==> config.mk <==
export PLATFORM = sky130hd
export DESIGN_NAME = charlier_polynomial_eval_unit
export DESIGN_NICKNAME = d
export VERILOG_FILES = /design/src/cpe_pkg.sv /design/src/charlier_polynomial_eval_unit.sv
export SDC_FILE = /design/constraint.sdc
export NUM_CORES = 2
export LEC_CHECK = 0
export CORE_ASPECT_RATIO = 2
export CORE_UTILIZATION = 70
export DETAILED_ROUTE_END_ITERATION = 8
export DONT_BUFFER_PORTS = 1
export PLACE_DENSITY = 0.84
export SYNTH_ARGS = -nofsm -noshare
export SYNTH_HDL_FRONTEND = slang
export SYNTH_SLANG_ARGS = --single-unit
export TNS_END_PERCENT = 20
==> constraint.sdc <==
create_clock -name clk -period 18.61 [get_ports clk]
set_clock_uncertainty 0.05 [all_clocks]
set_input_delay 0.9305 -clock clk [delete_from_list [all_inputs] [get_ports clk]]
set_output_delay 0.9305 -clock clk [all_outputs]
set_load 0.02 [all_outputs]
==> src/cpe_pkg.sv <==
// Shared widths, constants and helpers for the Charlier polynomial evaluator.
// No dependencies.
`timescale 1ns / 1ps

package cpe_pkg;

  // field widths
  localparam int X_W        = 32;  // arg_x, signed Q16.16
  localparam int N_W        = 8;   // degree, signed
  localparam int C_W        = 48;  // poly value, signed Q24.24
  localparam int MA_W       = 31;  // mean_a, unsigned Q15.16
  localparam int RC_W       = 32;  // recip_mean, unsigned Q8.24
  localparam int AMX_W      = 34;  // a - x and k + a - x, signed
  localparam int DIG_W      = 32;  // multiplier digit
  localparam int OPD_W      = 64;  // multiplier operand magnitude, two digits
  localparam int ACC_W      = 128; // product accumulator
  localparam int FRAC_X     = 16;  // fraction bits of Q16.16
  localparam int FRAC_C     = 24;  // fraction bits of Q24.24
  localparam int CFG_IDX_W  = 8;
  localparam int CFG_DATA_W = 32;

  // register indexes
  localparam logic [CFG_IDX_W-1:0] REG_MEAN_A     = 8'd0;
  localparam logic [CFG_IDX_W-1:0] REG_RECIP_MEAN = 8'd1;

  // register reset values
  localparam logic [MA_W-1:0] MEAN_A_RST = 31'd65536;
  localparam logic [RC_W-1:0] RECIP_RST  = 32'd16777216;

  // Q24.24 constants and clamp limits
  localparam logic signed [C_W-1:0] Q_ONE   = 48'sh0000_0100_0000;
  localparam logic signed [C_W-1:0] LIM_POS = 48'sh7FFF_FFFF_FFFF;
  localparam logic signed [C_W-1:0] LIM_NEG = 48'sh8000_0000_0000;

  // magnitude of a signed operand
  function automatic logic [OPD_W-1:0] mag64(input logic signed [OPD_W-1:0] v);
    logic signed [OPD_W-1:0] neg_v;
    neg_v = -v;
    return v[OPD_W-1] ? OPD_W'(neg_v) : OPD_W'(v);
  endfunction

endpackage

==> src/charlier_polynomial_eval_unit.sv <==
// Charlier polynomial evaluator, top level: sequencer plus one shared
// 32x32 multiplier with accumulator. Depends on cpe_pkg.
`timescale 1ns / 1ps

//  channel | ports                                   | handshake
//  --------+-----------------------------------------+----------------------------
//  input   | in_arg_x, in_degree                     | start & !busy
//  result  | out_poly_value, out_overflow            | out_valid strobe, one cycle
//  config  | cfg_index, cfg_data                     | cfg_valid & cfg_ready
//
// Negative or zero degree: result strobe in the cycle after the word is taken.
// Degree n >= 1: the result strobe follows the last recurrence step; each
// step runs the single 32x32 multiplier for eight partial products plus
// accumulate, rounding and setup states.
// busy is high for the whole evaluation. Synchronous active-low reset, no
// clearing pass. The result receiver cannot stall; cfg_ready is always high.

module charlier_polynomial_eval_unit
  import cpe_pkg::*;
#(
  parameter int MAX_DEGREE = 127
) (
  input  logic                        clk,
  input  logic                        rst_n,
  input  logic                        start,
  output logic                        busy,
  input  logic signed [X_W-1:0]       in_arg_x,
  input  logic signed [N_W-1:0]       in_degree,
  output logic                        out_valid,
  output logic signed [C_W-1:0]       out_poly_value,
  output logic                        out_overflow,
  input  logic                        cfg_valid,
  output logic                        cfg_ready,
  input  logic [CFG_IDX_W-1:0]        cfg_index,
  input  logic [CFG_DATA_W-1:0]       cfg_data
);

  localparam int K_W  = $clog2(MAX_DEGREE + 1);
  localparam int KC_W = C_W + K_W;   // k * C[k-1], exact
  localparam int D_W  = KC_W + 1;    // p - k * C[k-1], exact

  typedef enum logic [2:0] {
    ST_IDLE,
    ST_MUL,
    ST_DRAIN,
    ST_FIN,
    ST_STEP,
    ST_SETUP_DR
  } state_t;

  typedef enum logic [1:0] {
    OP_C1,   // (a - x) * recip
    OP_TC,   // t * C[k]
    OP_KC,   // k * C[k-1]
    OP_DR    // d * recip
  } op_t;

  state_t                  state_r;
  op_t                     op_r;
  logic [MA_W-1:0]         mean_a_r;
  logic [RC_W-1:0]         recip_r;
  logic signed [AMX_W-1:0] amx_r;
  logic [K_W-1:0]          n_r;
  logic [K_W-1:0]          k_r;
  logic signed [C_W-1:0]   c0_r;
  logic signed [C_W-1:0]   c1_r;
  logic signed [C_W-1:0]   p_r;
  logic signed [D_W-1:0]   d_r;
  logic [OPD_W-1:0]        a_mag_r;
  logic [OPD_W-1:0]        b_mag_r;
  logic [1:0]              pp_r;
  logic [1:0]              pp_last_r;
  logic                    neg_r;
  logic                    sh24_r;
  logic [2*DIG_W-1:0]      prod_r;
  logic [1:0]              prod_off_r;
  logic                    prod_v_r;
  logic [ACC_W-1:0]        acc_r;
  logic                    ovf_r;
  logic                    out_valid_r;
  logic signed [C_W-1:0]   out_poly_r;
  logic                    out_ovf_r;

  // multiplier digit select and product
  logic [DIG_W-1:0]   a_dig;
  logic [DIG_W-1:0]   b_dig;
  logic [2*DIG_W-1:0] mul_prod;

  assign a_dig    = pp_r[0] ? a_mag_r[OPD_W-1:DIG_W] : a_mag_r[DIG_W-1:0];
  assign b_dig    = pp_r[1] ? b_mag_r[OPD_W-1:DIG_W] : b_mag_r[DIG_W-1:0];
  assign mul_prod = a_dig * b_dig;

  // partial product aligned to its digit offset
  logic [ACC_W-1:0] acc_add;
  always_comb begin
    case (prod_off_r)
      2'd0:    acc_add = ACC_W'(prod_r);
      2'd1:    acc_add = ACC_W'(prod_r) << DIG_W;
      2'd2:    acc_add = ACC_W'(prod_r) << (2 * DIG_W);
      default: acc_add = '0;
    endcase
  end

  // floor rounding of the signed product, then clamp to Q24.24
  logic [ACC_W-1:0]      bias;
  logic [ACC_W-1:0]      rnd_sum;
  logic [ACC_W-1:0]      q;
  logic                  q_hi_nz;
  logic [C_W-1:0]        q_lo;
  logic signed [C_W-1:0] q_s;
  logic                  sat_hit;
  logic signed [C_W-1:0] sat_val;

  always_comb begin
    if (!neg_r) begin
      bias = '0;
    end else if (sh24_r) begin
      bias = ACC_W'({FRAC_C{1'b1}});
    end else begin
      bias = ACC_W'({FRAC_X{1'b1}});
    end
    rnd_sum = acc_r + bias;
    q       = sh24_r ? (rnd_sum >> FRAC_C) : (rnd_sum >> FRAC_X);
    q_hi_nz = |q[ACC_W-1:C_W];
    q_lo    = q[C_W-1:0];
    q_s     = signed'(q_lo);
    if (neg_r) begin
      sat_hit = q_hi_nz || (q_lo > C_W'(LIM_NEG));
      sat_val = sat_hit ? LIM_NEG : -q_s;
    end else begin
      sat_hit = q_hi_nz || q_lo[C_W-1];
      sat_val = sat_hit ? LIM_POS : q_s;
    end
  end

  // exact k * C[k-1] and the difference d
  logic signed [KC_W-1:0] kc_val;
  logic signed [D_W-1:0]  d_calc;

  always_comb begin
    kc_val = neg_r ? -signed'(acc_r[KC_W-1:0]) : signed'(acc_r[KC_W-1:0]);
    d_calc = D_W'(p_r) - D_W'(kc_val);
  end

  // operand preparation
  logic signed [AMX_W-1:0] amx_in;
  logic signed [AMX_W-1:0] t_val;
  logic [OPD_W-1:0]        amx_mag;
  logic [OPD_W-1:0]        t_mag;
  logic [OPD_W-1:0]        c0_mag;
  logic [OPD_W-1:0]        c1_mag;
  logic [OPD_W-1:0]        d_mag;
  logic [K_W-1:0]          n_in;

  always_comb begin
    amx_in  = AMX_W'(signed'({1'b0, mean_a_r})) - AMX_W'(in_arg_x);
    t_val   = AMX_W'(signed'({1'b0, k_r, {FRAC_X{1'b0}}})) + amx_r;
    amx_mag = mag64(OPD_W'(amx_in));
    t_mag   = mag64(OPD_W'(t_val));
    c0_mag  = mag64(OPD_W'(c0_r));
    c1_mag  = mag64(OPD_W'(c1_r));
    d_mag   = mag64(OPD_W'(d_r));
    n_in    = (int'(in_degree) > MAX_DEGREE) ? K_W'(MAX_DEGREE) : K_W'(in_degree);
  end

  // sequencer, multiplier pipeline and registered outputs
  always_ff @(posedge clk) begin
    if (!rst_n) begin
      state_r     <= ST_IDLE;
      op_r        <= OP_C1;
      mean_a_r    <= MEAN_A_RST;
      recip_r     <= RECIP_RST;
      prod_v_r    <= 1'b0;
      pp_r        <= '0;
      ovf_r       <= 1'b0;
      out_valid_r <= 1'b0;
    end else begin
      out_valid_r <= 1'b0;

      // config writes
      if (cfg_valid) begin
        case (cfg_index)
          REG_MEAN_A:     mean_a_r <= cfg_data[MA_W-1:0];
          REG_RECIP_MEAN: recip_r  <= cfg_data[RC_W-1:0];
          default: ;
        endcase
      end

      // product register, then accumulate in the following cycle
      prod_v_r <= (state_r == ST_MUL);
      if (state_r == ST_MUL) begin
        prod_r     <= mul_prod;
        prod_off_r <= 2'(pp_r[0]) + 2'(pp_r[1]);
      end
      if (prod_v_r) begin
        acc_r <= acc_r + acc_add;
      end

      case (state_r)
        ST_IDLE: begin
          if (start) begin
            ovf_r <= 1'b0;
            if (in_degree[N_W-1]) begin
              out_poly_r  <= '0;
              out_ovf_r   <= 1'b0;
              out_valid_r <= 1'b1;
            end else if (in_degree == '0) begin
              out_poly_r  <= Q_ONE;
              out_ovf_r   <= 1'b0;
              out_valid_r <= 1'b1;
            end else begin
              amx_r     <= amx_in;
              n_r       <= n_in;
              k_r       <= K_W'(1);
              c0_r      <= Q_ONE;
              op_r      <= OP_C1;
              a_mag_r   <= amx_mag;
              b_mag_r   <= OPD_W'(recip_r);
              pp_r      <= '0;
              pp_last_r <= 2'd1;
              neg_r     <= amx_in[AMX_W-1];
              sh24_r    <= 1'b0;
              acc_r     <= '0;
              state_r   <= ST_MUL;
            end
          end
        end

        ST_MUL: begin
          pp_r <= pp_r + 2'd1;
          if (pp_r == pp_last_r) begin
            state_r <= ST_DRAIN;
          end
        end

        ST_DRAIN: begin
          state_r <= ST_FIN;
        end

        ST_FIN: begin
          case (op_r)
            OP_C1: begin
              ovf_r <= ovf_r | sat_hit;
              c1_r  <= sat_val;
              if (n_r == K_W'(1)) begin
                out_poly_r  <= sat_val;
                out_ovf_r   <= ovf_r | sat_hit;
                out_valid_r <= 1'b1;
                state_r     <= ST_IDLE;
              end else begin
                state_r <= ST_STEP;
              end
            end
            OP_TC: begin
              ovf_r     <= ovf_r | sat_hit;
              p_r       <= sat_val;
              op_r      <= OP_KC;
              a_mag_r   <= c0_mag;
              b_mag_r   <= OPD_W'(k_r);
              pp_r      <= '0;
              pp_last_r <= 2'd1;
              neg_r     <= c0_r[C_W-1];
              sh24_r    <= 1'b0;
              acc_r     <= '0;
              state_r   <= ST_MUL;
            end
            OP_KC: begin
              d_r     <= d_calc;
              state_r <= ST_SETUP_DR;
            end
            OP_DR: begin
              ovf_r <= ovf_r | sat_hit;
              c0_r  <= c1_r;
              c1_r  <= sat_val;
              k_r   <= k_r + K_W'(1);
              if ((k_r + K_W'(1)) == n_r) begin
                out_poly_r  <= sat_val;
                out_ovf_r   <= ovf_r | sat_hit;
                out_valid_r <= 1'b1;
                state_r     <= ST_IDLE;
              end else begin
                state_r <= ST_STEP;
              end
            end
            default: state_r <= ST_IDLE;
          endcase
        end

        // t * C[k]: four partial products
        ST_STEP: begin
          op_r      <= OP_TC;
          a_mag_r   <= c1_mag;
          b_mag_r   <= t_mag;
          pp_r      <= '0;
          pp_last_r <= 2'd3;
          neg_r     <= t_val[AMX_W-1] ^ c1_r[C_W-1];
          sh24_r    <= 1'b0;
          acc_r     <= '0;
          state_r   <= ST_MUL;
        end

        // d * recip, Q24.24 result
        ST_SETUP_DR: begin
          op_r      <= OP_DR;
          a_mag_r   <= d_mag;
          b_mag_r   <= OPD_W'(recip_r);
          pp_r      <= '0;
          pp_last_r <= 2'd1;
          neg_r     <= d_r[D_W-1];
          sh24_r    <= 1'b1;
          acc_r     <= '0;
          state_r   <= ST_MUL;
        end

        default: state_r <= ST_IDLE;
      endcase
    end
  end

  assign busy           = (state_r != ST_IDLE);
  assign cfg_ready      = 1'b1;
  assign out_valid      = out_valid_r;
  assign out_poly_value = out_poly_r;
  assign out_overflow   = out_ovf_r;

endmodule

==> impl_metrics.json, run 1 <==
{
  "outcome": "aborted with a tool error",
  "stop_stage": "5_1_grt",
  "tool.error": "[ERROR GRT-0116] Global routing finished with congestion. Check the congestion regions in the DRC Viewer.",
  "grtUsageTotal": 0.642,
  "cts_hold_buf": 0,
  "async_reset_ff_frac": 0,
  "ys_top_cells_by_area": "edfxtp_1, fa_1, ha_1",
  "cts_buffers": 70,
  "io_buffers": 0,
  "synth_flop_cell": "edfxtp_1",
  "grt_pass1_wl_mm": 564,
  "grt_pass1_vias": 85700,
  "post_cts_buffers": 0,
  "globalplace.congestion": 1.17,
  "synth_area_mm2": 0.0842,
  "io_pins": 136,
  "start_util": 0.706,
  "yosys.area.top_type": "edfxtp_1",
  "netlist.area_leader.share": 0.222,
  "dpl.hpwl_mm": 261,
  "fp-row-count": 179,
  "grt_max_degree": 207,
  "synth_edf_count": 621,
  "cts_num_sinks": 694,
  "syn_avg_cell_area_um2": 8.98,
  "ys_ff_latch": 694,
  "die_w_um": 247,
  "die_y_um": 492,
  "synth_seq_area_share": 0.239,
  "grt_overflow": 4,
  "syn_inst": 9376,
  "cts_max_path_buffers": 3,
  "yosysWarnings": 0,
  "cts_resized": 0,
  "cts_root_buf": "clkbuf_16",
  "synth_cell_type_count": 101,
  "cts.htree.levels": 3
}
## cell usage after synthesis (176+ instances only)
| master | number |
|---|---|
| a21o_1 | 176 |
| a21oi_1 | 418 |
| clkbuf_1 | 418 |
| edfxtp_1 | 621 |
| fa_1 | 900 |
| ha_1 | 520 |
| inv_1 | 1075 |
| mux2i_1 | 212 |
| nand2_1 | 1001 |
| nor2_1 | 1098 |
| o21ai_0 | 366 |
| xnor2_1 | 350 |
| xor2_1 | 280 |
## per-stage QoR
step	hold WS (ns)	worst slack, ns	util	std cells	area, µm²
after CTS	0.239	7.97	0.744	10800	88600
after detailed placement	0.414	8.06	0.723	10700	86200
after global placement	0.404	8.25	0.723	10700	86200
after floorplan	0.391	9.09	-	9414	84300
## cells by family after synthesis
kind of cell / count (synthesis) / share of synthesized area
AOI/OAI and AO/OA: 1708 / 0.133
xor gates and xnor gates: 630 / 0.0656
adders and majority gates: 1420 / 0.291
buffers and inverters: 1545 / 0.0693
DFF: 694 / 0.239
muxes: 288 / 0.0354
other: 2 / 0.0000892
and+or+nand+nor: 3089 / 0.167
## metal layers
| metal | track usage | GRT overflow |
|---|---|---|
| met1 | 0.618 | 0 |
| met2 | 0.895 | 2 |
| met4 | 0.679 | 2 |
| met5 | 0.0838 | 0 |
| met3 | 0.386 | 0 |
==> run 2, diff against run 1 <==
CORE_ASPECT_RATIO = not set   (was 2)
CORE_UTILIZATION = 40   (was 70)
PLACE_DENSITY = not set   (was 0.84)
PLACE_DENSITY_LB_ADDON = 0.15   (was not set)
==> impl_metrics.json, run 2 <==
{
  "outcome": "finished, violations left",
  "violations": "max-slew violations",
  "wl_per_cell_um": 26.8,
  "synth_seq_area_share": 0.239,
  "drt_iter0_drc": 7207,
  "wirelength_mm": 324,
  "grt_pass1_vias": 70000,
  "cts_root_buf": "clkbuf_16",
  "crit_arrival_ns": 11.16,
  "hold_class": "primary input to flip-flop",
  "grt_pass1_wl_mm": 477,
  "r2r_slack_ns": 7.82,
  "grt_overflow": 0,
  "fin_ws_ns": 7.82,
  "synth_cell_type_count": 101,
  "io_pins": 136,
  "die_w_um": 461,
  "path_common_cell": "fa_1",
  "die_area_mm2": 0.212,
  "largest_reg_flops": 128,
  "syn_avg_cell_area_um2": 8.98,
  "synth_edf_count": 621,
  "drive_above_1_share": 0.0552,
  "tightest_slew_ns": 1.52,
  "slowest_stage": "buf_4",
  "vias": 70300,
  "synth_flop_cell": "edfxtp_1",
  "final_common_cell": "nor2_1",
  "rr_worst_depth": 33,
  "wl_met2_mm": 140,
  "grtUsageTotal": 0.306,
  "cts_resized": 0,
  "postRouteAntennaNets": 0,
  "async_reset_ff_frac": 0,
  "fin_nets": 10700,
  "cts_buffers": 88,
  "syn_inst": 9376,
  "start_util": 0.402,
  "final_cell_mix": "nor2_1, inv_1, nand2_1",
  "cp_max_fo": 55,
  "drtPass1Iterations": 6,
  "route.met3.wl_mm": 27.4,
  "crit_path_end": "prod_r[62]",
  "path_class": "flip-flop to flip-flop",
  "grt_antenna_before_repair": 12,
  "dpl.hpwl_mm": 252,
  "cts_hold_buf": 0,
  "slew_violations": 30,
  "fin_setup_tns_ns": 0,
  "globalplace.congestion": 0.974,
  "rsz0062_at_grt": "no",
  "cp-start-kind": "flip-flop",
  "report.final.hold_viol_count": 0,
  "ys_ff_latch": 694,
  "synth_common_cells": "nor2_1, inv_1, nand2_1, fa_1, edfxtp_1",
  "cts.htree.levels": 3,
  "netlist.area_leader.share": 0.222,
  "cts_tree": "done",
  "fmax_mhz": 92.7,
  "io_buffers": 0,
  "topRoutingLayerUsed": "met5",
  "setup_violations": 0,
  "top_register": "acc_r",
  "post_cts_buffers": 0,
  "wl_met1_mm": 140,
  "place_ws_ns": 7.83,
  "r2r_start": "pp_r[0]",
  "area_growth_pct": 7.48,
  "clk_pin_slew_worst_paths_ns": 0.07,
  "grt_max_degree": 207,
  "max-cap-violations": 0,
  "finalCriticalPeriod_ns": 10.79,
  "via_per_inst": 5.83,
  "cp.required_ns": 18.98,
  "cp-startpoint": "pp_r[0]",
  "cts_max_path_buffers": 3,
  "clock_latency_ns": 0.75,
  "coreArea_mm2": 0.209,
  "slew_headroom": -0.0134,
  "end_kind": "flip-flop",
  "ys_top_cells_by_area": "edfxtp_1, fa_1, ha_1",
  "synth_area_mm2": 0.0842,
  "synth_most_common_cell": "nor2_1",
  "yosys.area.top_type": "edfxtp_1",
  "fin_crit_sh": 0.580,
  "slowest_delay_ns": 0.80,
  "die_y_um": 461,
  "fin_util": 0.432,
  "cts_num_sinks": 694,
  "fp-row-count": 168,
  "drc": 0,
  "yosysWarnings": 0,
  "timing.rr.end": "prod_r[62]"
}
-- run 2: layer usage --
metal / vias up / GRT usage
met1: 35200 / 0.424
met4: 4 / 0.129
met3: 635 / 0.0566
li1: 31300 / -
met5: - / 0
met2: 3175 / 0.466
-- run 2: final cells by class --
class	instances	area [µm²]
fill	20800	119000
multi-input combinational	7175	58700
sequential	694	20100
inverter	1077	4040
tap	2805	3510
clock buffer	98	2260
timing repair buffer	149	1130
clock inverter	65	682
antenna	1	2.50
-- run 2: how the worst min path moves through the flow --
stage / startpoint / to / slack [ns] / depth (start not counted)
after floorplan: recip_r[24] / recip_r[24] / 0.39 / 2
after global placement: mean_a_r[14] / mean_a_r[14] / 0.41 / 2
after detailed placement: recip_r[24] / recip_r[24] / 0.41 / 2
after CTS: cfg_data[16] / mean_a_r[16] / 0.22 / 2
after global routing: rst_n / acc_r[127] / 0.23 / 0
final: rst_n / acc_r[127] / 0.27 / 0
-- run 2: critical path: cells and delay by family (launching register included) --
| family | cells | cell delay (ns) |
|---|---|---|
| fa+ha+maj | 9 | 4.40 |
| xor+xnor | 1 | 0.09 |
| buf+inv | 8 | 1.49 |
| mux | 1 | 0.28 |
| compound gates | 13 | 3.53 |
| flops | 1 | 0.49 |
| simple gates | 1 | 0.13 |
-- run 2: kinds of logic after synthesis --
logic type / synth area share
AO/OA/AOI/OAI: 0.133
XOR/XNOR: 0.0656
adder cells (fa/ha/maj): 0.291
buffers and inverters: 0.0693
flip-flops: 0.239
multiplexers: 0.0354
other: 0.0000892
AND/OR/NAND/NOR: 0.167
-- run 2: per-stage QoR --
stage | instance area (µm²) | hold slack, ns | cells
after floorplan | 84300 | 0.391 | 9414
after global placement | 87500 | 0.407 | 11900
after detailed placement | 87500 | 0.408 | 11900
after CTS | 90500 | 0.221 | 12100
after global routing | 90500 | 0.226 | 12100
final | 90500 | 0.269 | 12100
Power of run 2 is left out: the tool's default activity adds up to more than one toggle a clock period on the data nets, which glitch-free logic cannot reach.
